**src/sv/arps_pkg.sv**
```systemverilog
// Shared types and constants of the autoregressive process generator.
package arps_pkg;

    // Field widths fixed by the interface.
    localparam int DATA_W    = 32;  // Q16.16 samples
    localparam int COEF_W    = 24;  // Q4.20 coefficients
    localparam int ORD_W     = 3;   // order register
    localparam int REG_IDX_W = 3;   // configuration index
    localparam int ACC_SHIFT = 20;  // Q.36 sum back to Q.16

    // Defaults for the top-level parameters.
    localparam int MAX_ORDER_DEF  = 5;
    localparam int FIFO_DEPTH_DEF = 8;

    // Saturation limits of a sample.
    localparam logic signed [DATA_W-1:0] DATA_MAX = {1'b0, {(DATA_W-1){1'b1}}};
    localparam logic signed [DATA_W-1:0] DATA_MIN = {1'b1, {(DATA_W-1){1'b0}}};

    // Configuration register indexes.
    typedef enum logic [REG_IDX_W-1:0] {
        REG_ORDER         = 3'd0,
        REG_MEAN_SHIFT    = 3'd1,
        REG_INITIAL_VALUE = 3'd2,
        REG_COEF_0        = 3'd3,
        REG_COEF_1        = 3'd4,
        REG_COEF_2        = 3'd5,
        REG_COEF_3        = 3'd6,
        REG_COEF_4        = 3'd7
    } t_reg_idx;

    // Control that every cell of the filter chain sees.
    typedef struct packed {
        logic en;     // a sample is computed this cycle
        logic fresh;  // history holds the reload value
    } t_cell_ctrl;

    // One result word as it waits in the output queue.
    typedef struct packed {
        logic                     last;
        logic                     saturated;
        logic signed [DATA_W-1:0] sample;
    } t_out_word;

endpackage

```
**src/sv/arps_cell.sv**
```systemverilog
// One tap of the transposed all-pole filter chain.
module arps_cell import arps_pkg::*; #(
    parameter int WIDE_W = 60,
    parameter int SUM_W  = 27
) (
    input  logic                     i_clk,
    input  t_cell_ctrl               i_ctrl,
    input  logic signed [COEF_W-1:0] i_coef,        // coefficient, zero when tap unused
    input  logic signed [DATA_W-1:0] i_acc,         // new centered sample
    input  logic signed [DATA_W-1:0] i_reload,      // history reload value
    input  logic signed [SUM_W-1:0]  i_sum_next,    // coefficient sum of the taps beyond
    output logic signed [SUM_W-1:0]  o_sum,
    input  logic signed [WIDE_W-1:0] i_state_next,  // partial sum of the next cell
    output logic signed [WIDE_W-1:0] o_state
);

    logic signed [WIDE_W-1:0]       r_state;
    logic signed [WIDE_W-1:0]       n_state;
    logic signed [SUM_W-1:0]        r_sum;
    logic signed [WIDE_W-1:0]       r_reload_state;
    logic signed [DATA_W+COEF_W-1:0] w_prod;
    logic signed [DATA_W+SUM_W-1:0] w_reload_prod;

    // Suffix sum of coefficients, used to rebuild the partial sum on reload.
    assign o_sum = SUM_W'(i_coef) + i_sum_next;

    // Partial sum when every history entry equals the reload value.
    assign w_reload_prod = i_reload * r_sum;

    // Tap product of the new sample, added to the neighbor's partial sum.
    assign w_prod  = i_coef * i_acc;
    assign n_state = WIDE_W'(w_prod) + i_state_next;

    always_ff @(posedge i_clk) begin
        r_sum          <= o_sum;
        r_reload_state <= WIDE_W'(w_reload_prod);
        if (i_ctrl.en) begin
            r_state <= n_state;
        end
    end

    // After a reload the stored partial sum is replaced by the reload sum.
    assign o_state = i_ctrl.fresh ? r_reload_state : r_state;

endmodule

```
**config.mk**
```make
export PLATFORM = sky130hd
export DESIGN_NAME = arps_cell
export DESIGN_NICKNAME = d
export VERILOG_FILES = /design/src/sv/arps_pkg.sv /design/src/sv/arps_cell.sv
export SDC_FILE = /design/constraint.sdc
export NUM_CORES = 2
export LEC_CHECK = 0
export ABC_AREA = 0
export CAP_MARGIN = 5
export CORE_MARGIN = 2
export CORE_UTILIZATION = 59
export CTS_BUF_LIST = sky130_fd_sc_hd__clkbuf_4
export DETAILED_ROUTE_END_ITERATION = 10
export DONT_BUFFER_PORTS = 1
export PLACE_DENSITY = 0.75
export RECOVER_POWER = 100
export SYNTH_ARGS = -nofsm -noshare
export SYNTH_HDL_FRONTEND = slang
export SYNTH_SLANG_ARGS = --single-unit
```
**constraint.sdc**
```tcl
create_clock -name i_clk -period 27.5 [get_ports i_clk]
set_clock_uncertainty 0.2 [all_clocks]
set_input_delay 8.25 -clock i_clk [delete_from_list [all_inputs] [get_ports i_clk]]
set_output_delay 8.25 -clock i_clk [all_outputs]
set_load 0.01 [all_outputs]
```
==> out/results.ini <==
[outcome]
status = finished with violations
violations = capacitance limit, slew limit

[routing]
drc = 0
wl_um = 181000
drt_pass1_iterations = 6
drt_iter0_drc = 3638
vias = 46358
wl_per_cell_um = 21.9
ant_nets = 0
vias_per_cell = 5.63

[min_path]
hold_class = reg -> reg

[clock_tree]
post_cts_buffers = 0
clock_latency_ps = 750
ctsResizeCount = 0
tritoncts = done
htreeDepth = 4
path_clk_slew_ps = 170
cts_buffers = 17
cts_hold_buf = 0
root_buffer = clkbuf_4
clock-sinks = 146
cts_buffer_depth = 2

[timing]
rsz0062_at_grt = no
setup_ws_ps = 7070
hold-worst-slack_ps = 671
maxSlewViolCount = 1
tightest_slew_ps = 1470
setup_tns_ps = 0
finalCritPeriodShare_pct = 74.3
finalSetupViolCount = 0
layout_min_cycle_time_ps = 20430
finalHoldViolations = 0
max_freq_mhz = 49.0
relSlewSlack_pct = -0.249

[finish]
final_layout_size_suffix_gt1_share_pct = 1.11
finalNetCount = 9024
layout_common_cells = 1870 x inv_1, 1748 x fa_1, 977 x nand2_1
final_common_cell = inv_1
fin_area_mm2 = 0.0665
syn2layout_area_growth_pct = 1.64

[setup_path]
worstSetupPathType = in -> out
cp-start-kind = input pin
endpoint_kind = output pin
critPathRequiredTime_ps = 19050
cp_max_fo = 33
arrival_ps = 11980
r2r_slack_ps = 18270

[placement]
post-place-ws_ps = 7350
place_hpwl_um = 144000
gp_congestion = 0.947
placed_area_mm2 = 0.0662
numPortBuffers = 0

[synth]
synth-xor-area-share_pct = 1.90
synthSimpleGateAreaFrac_pct = 14.3
ys_async_sr_fraction_pct = 0
syn_inst = 7013
ys_types = 77
synth_top_family_by_area = adder cells
ys_seq_area_share_pct = 5.39
syn_nets = 9316
synth-compound-area-share_pct = 4.08
syn_area_mm2 = 0.0654
synth_area_per_cell_um2 = 9.32
ys_ff_latch = 146
synth-edff-count = 60
muxShareOfSynthArea_pct = 0.999
synth_flop_cell = dfxtp_1
yosys_warnings = 0
yosys.area_share.adder_pct = 60.7

[floorplan]
die_w_um = 337
design.core.area_mm2 = 0.110
io_pins = 265
rows = 122
dieArea_mm2 = 0.114
start_util_pct = 59.2
die_h_um = 337

[global_route]
grt_pass1_wl_um = 287000
groute.usage.overall_pct = 33.7
antenna_found_initial = 26
grt_max_degree = 62
grt_pass1_vias = 51234
grt_remaining_overflow = 0

[job]
cap_viol_max_count = 1

synthesized netlist by cell type (5+ instances only):
library cell	instances	area, µm²
and3_1	20	125
nand4_1	18	113
o21a_1	10	75.1
or3_1	6	37.5
nand2b_1	22	138
a211oi_1	24	180
nand2_1	977	3670
dfxtp_1	86	1720
o31ai_1	7	52.6
a211o_1	5	43.8
a31oi_1	15	93.8
ha_1	377	4720
nor2_1	138	518
xnor2_1	95	832
nor3_1	19	95.1
a21oi_1	121	606
clkbuf_1	320	1200
and2_1	675	4220
fa_1	1748	35000
o21ai_0	76	380
a21o_1	72	541
inv_1	1869	7020
o21bai_1	15	113
edfxtp_1	60	1800
nand3_1	21	105
xor2_1	47	412
nor2b_1	18	113
a21boi_0	8	60.1
mux2_2	58	653
o2111ai_1	5	43.8
path summary, 6_finish.rpt:
check                               endpoint              from  cells after the start
hold / removal     r_reload_state[0]$_DFF_P_  r_sum[0]$_DFF_P_                      2
hold reg to reg    r_reload_state[0]$_DFF_P_  r_sum[0]$_DFF_P_                      2
setup reg to reg  r_reload_state[58]$_DFF_P_  r_sum[3]$_DFF_P_                     23
setup / recovery                   o_sum[25]         i_coef[0]                     11
state kept, by name, summed over array words and instances (netlist names):
| name | count |
|---|---|
| r_reload_state | 59 |
| r_state | 60 |
| r_sum | 27 |
layout make-up:
cell class	instances	area, µm²
diodes	13	32.5
fillers	9274	43900
clock buffers	17	128
multi-input cells	4670	53600
inverters	1871	7020
repair buffers	15	109
clock inverters	15	196
well taps	1488	1860
flip-flops and latches	146	3540
routing by layer:
metal | GRT usage (%) | share of wire [%] | vias up
met5 | 1.91 | 0.17 | -
met4 | 11.4 | 3.7 | 24
met3 | 12.1 | 13 | 435
met2 | 52.5 | 45 | 2451
met1 | 43.7 | 38 | 23920
li1 | - | - | 19528
cells by family after synthesis:
logic type	after synthesis
flip-flops	146
buffers and inverters	2197
multiplexers	58
XOR/XNOR	142
adder cells (fa/ha/maj)	2125
AO/OA/AOI/OAI	406
AND/OR/NAND/NOR	1939
through the flow:
stage	util (%)	cells
2_1_floorplan	-	7013
3_3_place_gp	60.0	8190
3_5_place_dp	60.0	8190
4_1_cts	60.2	8222
5_1_grt	60.2	8233
6_report	60.2	8235
critical path, stage by stage:
cell	delay (ps)
ha_1	270
a21o_1	210
a21oi_1	220
o21ai_0	150
a21oi_1	230
o31a_1	440
o21ai_0	360
a211oi_1	1160
o31ai_1	190
a21oi_1	250
xnor2_1	220
Power is not shown: default switching activity piles up to over one toggle a cycle in this logic, so the estimate is an artifact.
