[config.mk]
export PLATFORM = sky130hd
export DESIGN_NAME = arps_out_fifo
export DESIGN_NICKNAME = d
export VERILOG_FILES = /design/src/sv/arps_pkg.sv /design/src/sv/arps_out_fifo.sv
export SDC_FILE = /design/constraint.sdc
export NUM_CORES = 1
export LEC_CHECK = 0
export BUFFER_PORTS_ARGS = -buffer_cell sky130_fd_sc_hd__buf_2
export CAP_MARGIN = 40
export CORE_MARGIN = 4
export CORE_UTILIZATION = 60
export CTS_CLUSTER_DIAMETER = 200
export CTS_CLUSTER_SIZE = 40
export DETAILED_ROUTE_END_ITERATION = 10
export PLACE_DENSITY = 0.89
export SLEW_MARGIN = 20
export SYNTH_ARGS = -nofsm -noshare
export SYNTH_HDL_FRONTEND = slang
export SYNTH_SLANG_ARGS = --single-unit
export TNS_END_PERCENT = 5
[constraint.sdc]
create_clock -name i_clk -period 4.5 [get_ports i_clk]
set_input_delay 0.9 -clock i_clk [delete_from_list [all_inputs] [get_ports i_clk]]
set_output_delay 0.9 -clock i_clk [all_outputs]
set_load 0.01 [all_outputs]
[src/sv/arps_pkg.sv]
// Shared types and constants of the autoregressive process generator.
package arps_pkg;

    // Field widths fixed by the interface.
    localparam int DATA_W    = 32;  // Q16.16 samples
    localparam int COEF_W    = 24;  // Q4.20 coefficients
    localparam int ORD_W     = 3;   // order register
    localparam int REG_IDX_W = 3;   // configuration index
    localparam int ACC_SHIFT = 20;  // Q.36 sum back to Q.16

    // Defaults for the top-level parameters.
    localparam int MAX_ORDER_DEF  = 5;
    localparam int FIFO_DEPTH_DEF = 8;

    // Saturation limits of a sample.
    localparam logic signed [DATA_W-1:0] DATA_MAX = {1'b0, {(DATA_W-1){1'b1}}};
    localparam logic signed [DATA_W-1:0] DATA_MIN = {1'b1, {(DATA_W-1){1'b0}}};

    // Configuration register indexes.
    typedef enum logic [REG_IDX_W-1:0] {
        REG_ORDER         = 3'd0,
        REG_MEAN_SHIFT    = 3'd1,
        REG_INITIAL_VALUE = 3'd2,
        REG_COEF_0        = 3'd3,
        REG_COEF_1        = 3'd4,
        REG_COEF_2        = 3'd5,
        REG_COEF_3        = 3'd6,
        REG_COEF_4        = 3'd7
    } t_reg_idx;

    // Control that every cell of the filter chain sees.
    typedef struct packed {
        logic en;     // a sample is computed this cycle
        logic fresh;  // history holds the reload value
    } t_cell_ctrl;

    // One result word as it waits in the output queue.
    typedef struct packed {
        logic                     last;
        logic                     saturated;
        logic signed [DATA_W-1:0] sample;
    } t_out_word;

endpackage

[src/sv/arps_out_fifo.sv]
// Output queue that holds finished result words until they are taken.
module arps_out_fifo import arps_pkg::*; #(
    parameter int WIDTH = 34,
    parameter int DEPTH = 8
) (
    input  logic             i_clk,
    input  logic             i_rst_n,
    input  logic             i_wr_en,
    input  logic [WIDTH-1:0] i_wr_data,
    output logic             o_rd_valid,
    input  logic             i_rd_ready,
    output logic [WIDTH-1:0] o_rd_data
);

    localparam int PTR_W = (DEPTH > 1) ? $clog2(DEPTH) : 1;
    localparam int CNT_W = $clog2(DEPTH + 1);

    logic [WIDTH-1:0] r_mem [DEPTH];
    logic [PTR_W-1:0] r_wr_ptr;
    logic [PTR_W-1:0] r_rd_ptr;
    logic [CNT_W-1:0] r_count;
    logic             w_rd;

    assign o_rd_valid = (r_count != '0);
    assign w_rd       = o_rd_valid && i_rd_ready;
    assign o_rd_data  = r_mem[r_rd_ptr];

    // Storage.
    always_ff @(posedge i_clk) begin
        if (i_wr_en) begin
            r_mem[r_wr_ptr] <= i_wr_data;
        end
    end

    // Pointers and fill level.
    always_ff @(posedge i_clk) begin
        if (!i_rst_n) begin
            r_wr_ptr <= '0;
            r_rd_ptr <= '0;
            r_count  <= '0;
        end else begin
            if (i_wr_en) begin
                r_wr_ptr <= (r_wr_ptr == PTR_W'(DEPTH - 1)) ? '0 : r_wr_ptr + 1'b1;
            end
            if (w_rd) begin
                r_rd_ptr <= (r_rd_ptr == PTR_W'(DEPTH - 1)) ? '0 : r_rd_ptr + 1'b1;
            end
            case ({i_wr_en, w_rd})
                2'b10:   r_count <= r_count + 1'b1;
                2'b01:   r_count <= r_count - 1'b1;
                default: r_count <= r_count;
            endcase
        end
    end

endmodule

==> implementation parameters, run 1 <==
Parameter                              Value

Timing
  Setup violation total in the final timing report ... 0
  Max Clock Skew ... about 0.047 ns
  RSZ-0062 raised after global routing ... no
  Final-report hold violation count ... 0
  Minimum clock period after layout ... around 3.6 ns
  Highest Clock Rate ... ~0.28 GHz
  Worst slew margin ... 48.3%
  PnR worst setup slack ... ~0.89 ns
  Least-Margin Pin Slew ... 0.773 ns
  Setup tns final ... 0 ns
  Final critical-path share of the clock period ... about four fifths
  Slew Viols, Final ... 0

Cells and area
  Post-synthesis to final-layout area growth ... 10.0%
  Post-layout util ... roughly 67%
  Fraction of final layout cells with drive strength greater than 1 ... 35.9%
  Count of inserted antenna diode cells ... 0
  Footprint of the multi-input gates ... roughly 0.0025 mm²
  Total of fill cells in the finished design ... roughly 1100
  Sequential cell area in the final layout ... between 0.008 and 0.009 mm²
  Number of nets in the layout ... approximately 600

CTS
  Num CTS Buffers ... 11
  Count of H-tree levels built during CTS ... 1
  Clock sink count ... between 200 and 300
  Clock latency on the worst-skew pair ... 0.48 ns
  Cts-stage hold buffer count ... 0
  Root buffer selected by CTS ... clkbuf_16
  Clock transition at the registers of the reported paths ... 0.08 ns
  Maximum root-to-sink buffer count ... 3
  Post-cts repair resize count ... 0
  TritonCTS clock tree ... yes
  Number of post-CTS setup repair buffers ... 0

Pwr
  Leakage power ... a little under 0.004 µW
  Final total power ... ~5400 µW
  Maximum vdd drop ... slightly above 0.4 mV
  Areal power density over the cells ... around 450 mW/mm²

Routing
  Remaining routing DRC violations ... 0
  Number of violations reported at the end of detailed-routing iteration 0 ... between 400 and 500
  Post-detailed-routing wire length ... 20100 µm
  Wire length per cell after detailed routing ... approximately 26 µm
  Detailed Routing Iterations Pass 1 ... 5
  Via count ... 4918
  Number of nets with antenna violations after detailed routing ... 0
  Vias per Instance ... 6.31

Critical path
  CP Launch Type ... flip-flop
  Critical R2R Capture ... r_count[2]$_SDFFE_PN0P_
  Required time of the critical path ... 3.60 ns
  R2R Setup Slk ... 1.81 ns
  Reg-to-reg startpoint ... r_count[1]$_SDFFE_PN0P_
  Setup CP Type ... flip-flop to output port
  Depth of the most critical reg-to-reg path ... 10
  Maximum fanout count along the critical path ... 37
  Critical path endpoint category ... output port
  Data arrival time of the critical path ... 2.71 ns
  CP Capture Point ... o_rd_data[0]

Synth
  Ranking of synthesized cells by area ... edfxtp_1, mux4_2, mux4_1
  Fraction of the yosys area taken by sequential cells ... approximately 76%
  Instance count of the mapped netlist ... between 400 and 500
  Flops & latches, synth ... 285
  Portion of synthesized cell area occupied by the leading cell type ... between 70% and 80%
  Primary flip-flop cell chosen by synthesis mapping ... edfxtp_1
  Yosys top cell by area ... edfxtp_1
  Warnings, synthesis ... 0
  Net Count, Synth ... 513
  Synthesized cell area ... roughly 0.011 mm²
  EDFF count, synth ... about 270
  Post-synthesis async set-or-reset flop share ... 0%
  Post-synth cell types ... 33
  Mean instance size in the synthesized netlist ... between 20 and 25 µm²

Floorplanning
  IO Pins ... 73
  Core Area ... ~0.018 mm²
  Vertical die dimension ... around 140 µm
  Initial core utilization ... approximately three fifths
  Die Footprint ... between 0.02 and 0.025 mm²
  Total number of placement rows ... 49
  Die extent in x ... roughly 140 µm

Global routing
  Via count of the first global-routing pass ... slightly above 5000
  Global routing usage summed across all routing layers ... 19.8%
  Sum of overflow across all layers after global routing ... 0
  Maximum number of pins on one net before global-route repair ... 53
  Antenna violations before repair ... 1
  Global-route wire length before repair ... approximately 30000 µm

Place
  Last weighted congestion value of the routability-driven placer ... about 0.75
  # port buffers ... between 70 and 80
  Half-perimeter wire length after placement ... 12000 µm
  Placement Setup Slack ... ~1.3 ns

Hold path
  Worst min path class ... flip-flop to flip-flop

Job
  Max cap viols ... 0

Run status
  Result of the run ... completed
[worst min-delay path by stage]
stage                     cells past startpoint  slack (ns)                      from                       to
final                                         2        0.48   r_count[3]$_SDFFE_PN0P_  r_count[3]$_SDFFE_PN0P_
after global routing                          2        0.52  r_rd_ptr[1]$_SDFFE_PN0N_                flip-flop
after CTS                                     2        0.48   r_count[3]$_SDFFE_PN0P_  r_count[3]$_SDFFE_PN0P_
after detailed placement                      2        0.47  r_rd_ptr[2]$_SDFFE_PN0N_                flip-flop
after global placement                        2        0.44  r_rd_ptr[1]$_SDFFE_PN0N_                flip-flop
after floorplan                               2        0.44   r_count[3]$_SDFFE_PN0P_  r_count[3]$_SDFFE_PN0P_
[flip-flops by register name, summed over array words and instances (netlist names), named ones only]
register	count
r_mem	272
r_rd_ptr	3
r_count	4
r_wr_ptr	3
[metal layers]
layer	wire length, µm	global-route usage (%)	part of all wire, %
met1	7740	27.3	38
met2	10800	34.8	54
met3	1260	2.86	6.3
met4	303	3.47	1.5
met5	7	0	0.035
[cell usage after synthesis (all sizes together) (2+ instances only)]
library cell and n:
a21boi 4, and2 2, buf 13, clkbuf 9, dfxtp 13, edfxtp 272, ha 7, inv 2
mux2 35, mux2i 4, mux4 68, nand2 9, nand2b 4, nor2 6, nor2b 3, nor3 3
o21ai 2, or3 2, xor2 2
[layout by cell type (no fill, tap or decap), drive strengths merged]
| master | synthesis | layout |
|---|---|---|
| clkbuf | 9 | 16 |
| or3 | 2 | 2 |
| nand4b | 1 | 1 |
| xnor2 | 1 | 1 |
| o21ai | 2 | 2 |
| ha | 7 | 7 |
| edfxtp | 272 | 272 |
| buf | 13 | 88 |
| a21oi | 1 | 1 |
| nor2 | 6 | 6 |
| mux2i | 4 | 4 |
| nand2b | 4 | 4 |
| xor2 | 2 | 2 |
| nor2b | 3 | 3 |
| nand3 | 1 | 1 |
| a21boi | 4 | 4 |
| dfxtp | 13 | 13 |
| inv | 2 | 2 |
| mux2 | 35 | 35 |
| a41oi | 1 | 1 |
| clkinv | 0 | 1 |
| nor3 | 3 | 3 |
| nand2 | 9 | 9 |
| o41ai | 1 | 1 |
| mux4 | 68 | 68 |
| or4 | 1 | 1 |
| nor4b | 1 | 1 |
| and2 | 2 | 2 |
[kinds of logic after synthesis]
group | synth area share (%)
flip-flops | 76.4
multiplexers | 19.1
AND/OR/NAND/NOR | 1.54
buffers and inverters | 1.42
AO/OA/AOI/OAI | 0.567
adder cells (fa/ha/maj) | 0.794
XOR/XNOR | 0.238
[stage by stage]
step | std cells | cell area (µm²) | hold WS (ns)
floorplan | 468 | 11000 | 0.437
global placement | 758 | 11700 | 0.444
detailed placement | 762 | 11800 | 0.470
CTS | 779 | 12100 | 0.484
global route | 780 | 12100 | 0.516
finish | 780 | 12100 | 0.478
[critical path, stage by stage, from the launching register on]
cell,delay [ns]
dfxtp_4,0.84
buf_12,0.34
mux4_1,0.62
mux2_2,0.29
buf_2,0.14
[cell type report]
type                            count  share of cell area [%]
Inverter                            2                  0.0618
Clock inverter                      1                   0.247
Timing Repair Buffer               88                    4.76
Sequential cell                   285                    69.5
Multi-Input combinational cell    159                    20.6
Tap cell                          229                    2.36
Clock buffer                       16                    2.42
[where the power goes]
part	internal (µW)	switching (µW)	total, µW
Combinational	635	469	1100
Sequential	2980	128	3110
Clock	477	732	1210
Total	4100	1330	5420
Power figures use the tool's default switching activity.
==> run 2: changes to the inputs <==
CORE_UTILIZATION = 54   (was 60)
PLACE_DENSITY = 0.85   (was 0.89)
clock period = 3.2 ns   (was 4.5 ns; I/O delays follow)
==> implementation parameters, run 2 (same netlist as run 1, synthesis figures left out) <==
Parameter                              Value

Pwr
  Clock share of power ... between 20% and 30%
  Net switching fraction of the power ... 24.1%
  Leakage power ... roughly 0.0039 µW
  Areal power density over the cells ... approximately 620 mW/mm²
  Final total power ... 7610 µW
  Share of power burned in registers ... between 50% and 60%
  Net switching power figure ... 1840 µW
  Internal ... roughly 5800 µW
  Share of total power in combinational logic ... between 20% and 30%
  Maximum vdd drop ... between 0.5 and 0.6 mV

Routing
  Number of violations reported at the end of detailed-routing iteration 0 ... approximately 350
  Vias per Instance ... around 6
  Detailed Routing Iterations Pass 1 ... 4
  Post-detailed-routing wire length ... between 15000 and 20000 µm
  Number of nets with antenna violations after detailed routing ... 0
  Via count ... between 4000 and 5000
  Remaining routing DRC violations ... 0
  Wire length per cell after detailed routing ... 23.4 µm

Cells and area
  Largest register FFs ... 272
  Count of inserted antenna diode cells ... 0
  Number of nets in the layout ... a little under 600
  Most frequent cells in the layout ... edfxtp_1, buf_2, mux4_2, mux2_4, mux4_1
  Summed area of non-filler cells in the final layout ... roughly 0.012 mm²
  Most frequent standard cell in the layout excluding fill and tap cells ... edfxtp_1
  Fraction of final layout cells with drive strength greater than 1 ... between 30 and 40%
  Final non-filler cell total ... around 830
  Registers with the highest flip-flop counts ... r_mem (272), r_count (4)
  Register name with the most flops ... r_mem
  Post-synthesis to final-layout area growth ... 10.6%

Critical path
  Required time of the critical path ... about 2.6 ns
  Setup CP Type ... flip-flop to output port
  Depth of the most critical reg-to-reg path ... 10
  Critical path endpoint category ... output port
  Reg-to-reg startpoint ... r_count[1]$_SDFFE_PN0P_
  R2R Setup Slk ... ~0.58 ns
  Critical R2R Capture ... r_count[2]$_SDFFE_PN0P_
  Data arrival time of the critical path ... 2.41 ns
  CP Launch Type ... flip-flop
  Maximum fanout count along the critical path ... 32

Timing
  Worst slew margin ... a little under three fifths
  Max Clock Skew ... about 0.051 ns
  Slew Viols, Final ... 0
  Final-report hold violation count ... 0
  RSZ-0062 raised after global routing ... no
  Highest Clock Rate ... approximately 0.33 GHz
  Final critical-path share of the clock period ... a little over nine tenths
  Minimum clock period after layout ... between 3 and 4 ns
  Setup violation total in the final timing report ... 0
  Least-Margin Pin Slew ... between 0.6 and 0.7 ns
  PnR worst setup slack ... approximately 0.15 ns

Global routing
  Via count of the first global-routing pass ... between 5000 and 6000
  Routing usage on met1 ... a little under a quarter
  Met3 capacity usage during global routing ... around 2.3%
  GRT Max-Usage Layer ... met2
  Sum of overflow across all layers after global routing ... 0
  Maximum number of pins on one net before global-route repair ... between 50 and 60
  Global routing usage summed across all routing layers ... between 10% and 20%
  Antenna violations before repair ... 1
  Global routing usage on met2 ... between 30% and 40%
  Global-route wire length before repair ... slightly below 30000 µm

Floorplanning
  Initial core utilization ... between 50% and 60%
  Die Footprint ... 0.0228 mm²
  Die extent in x ... 151 µm
  Vertical die dimension ... 151 µm
  Core Area ... about 0.020 mm²
  IO Pins ... 73
  Total number of placement rows ... 52

CTS
  Post-cts repair resize count ... 0
  Clock latency on the worst-skew pair ... about 0.48 ns
  Cts-stage hold buffer count ... 0
  Clock transition at the registers of the reported paths ... 0.14 ns
  Root buffer selected by CTS ... clkbuf_16
  TritonCTS clock tree ... yes
  Maximum root-to-sink buffer count ... 3
  Clock sink count ... approximately 290
  Num CTS Buffers ... 11
  Count of H-tree levels built during CTS ... 1
  Number of post-CTS setup repair buffers ... 0

Place
  Placement Setup Slack ... 0.612 ns
  Instance count after placement with tap cells included ... 808
  Total cell area at the placement stage ... roughly 0.012 mm²
  Last weighted congestion value of the routability-driven placer ... 0.712
  # port buffers ... 72
  Half-perimeter wire length after placement ... between 10000 and 15000 µm

Hold path
  Source of the worst hold timing path ... i_wr_data[13]
  Endpoint, Worst Hold ... r_mem[4][13]$_DFFE_PP_
  Cells on Worst Hold Path ... 1
  Worst min path class ... primary input to flip-flop

Job
  Max cap viols ... 0

Run status
  Result of the run ... completed
[run 2: cell types whose count changed in the layout (fill, tap and decap cells not counted), sizes merged]
| cell | previous run | this run |
|---|---|---|
| buf | 88 | 92 |
[run 2: worst max-delay path by stage]
stage                                  from                      end  depth (start not counted)
finish                            flip-flop            o_rd_data[11]                          4
global route                      flip-flop            o_rd_data[11]                          4
CTS                               flip-flop            o_rd_data[11]                          4
detailed placement  r_count[1]$_SDFFE_PN0P_  r_count[2]$_SDFFE_PN0P_                         10
floorplan                           i_wr_en    r_mem[1][0]$_DFFE_PP_                          2
global placement                  flip-flop            o_rd_data[19]                          4
[run 2: area by class of cell]
cell class	count	area (µm²)
Tap cell	270	338
Inverter	2	7.51
Multi-Input combinational cell	159	2510
Clock buffer	16	294
Clock inverter	1	30.0
Timing Repair Buffer	92	586
Fill cell	1388	7970
Sequential cell	285	8440
[run 2: metrics by stage]
stage | setup TNS (ns) | hold slack [ns] | utilization [%]
after global routing | 0 | 0.408 | 60.5
after detailed placement | 0 | 0.464 | 58.9
after CTS | 0 | 0.406 | 60.5
final | 0 | 0.417 | 60.5
after floorplan | -11.48 | 0.437 | -
after global placement | 0 | 0.448 | 58.9
[run 2: critical path, stage by stage (launching register included)]
cell and delay [ns]:
dfxtp_4 0.58, buf_12 0.30, mux4_1 0.60, mux2_2 0.28, buf_2 0.15
[run 2: metal layers]
layer | vias to the layer above | part of all wire (%)
li1 | 2124 | -
met1 | 2523 | 39
met2 | 145 | 54
met3 | 15 | 5.9
met4 | 2 | 0.97
met5 | - | 0.10
[run 2: power groups by stage]
stage	Clock [µW]	Sequential, µW	Combinational, µW
final	1690	4310	1610
after CTS	1740	4310	1650
after detailed placement	0	4390	1650
after floorplan	0	4320	1300
after global placement	0	4380	1600
after global routing	1870	4320	1760
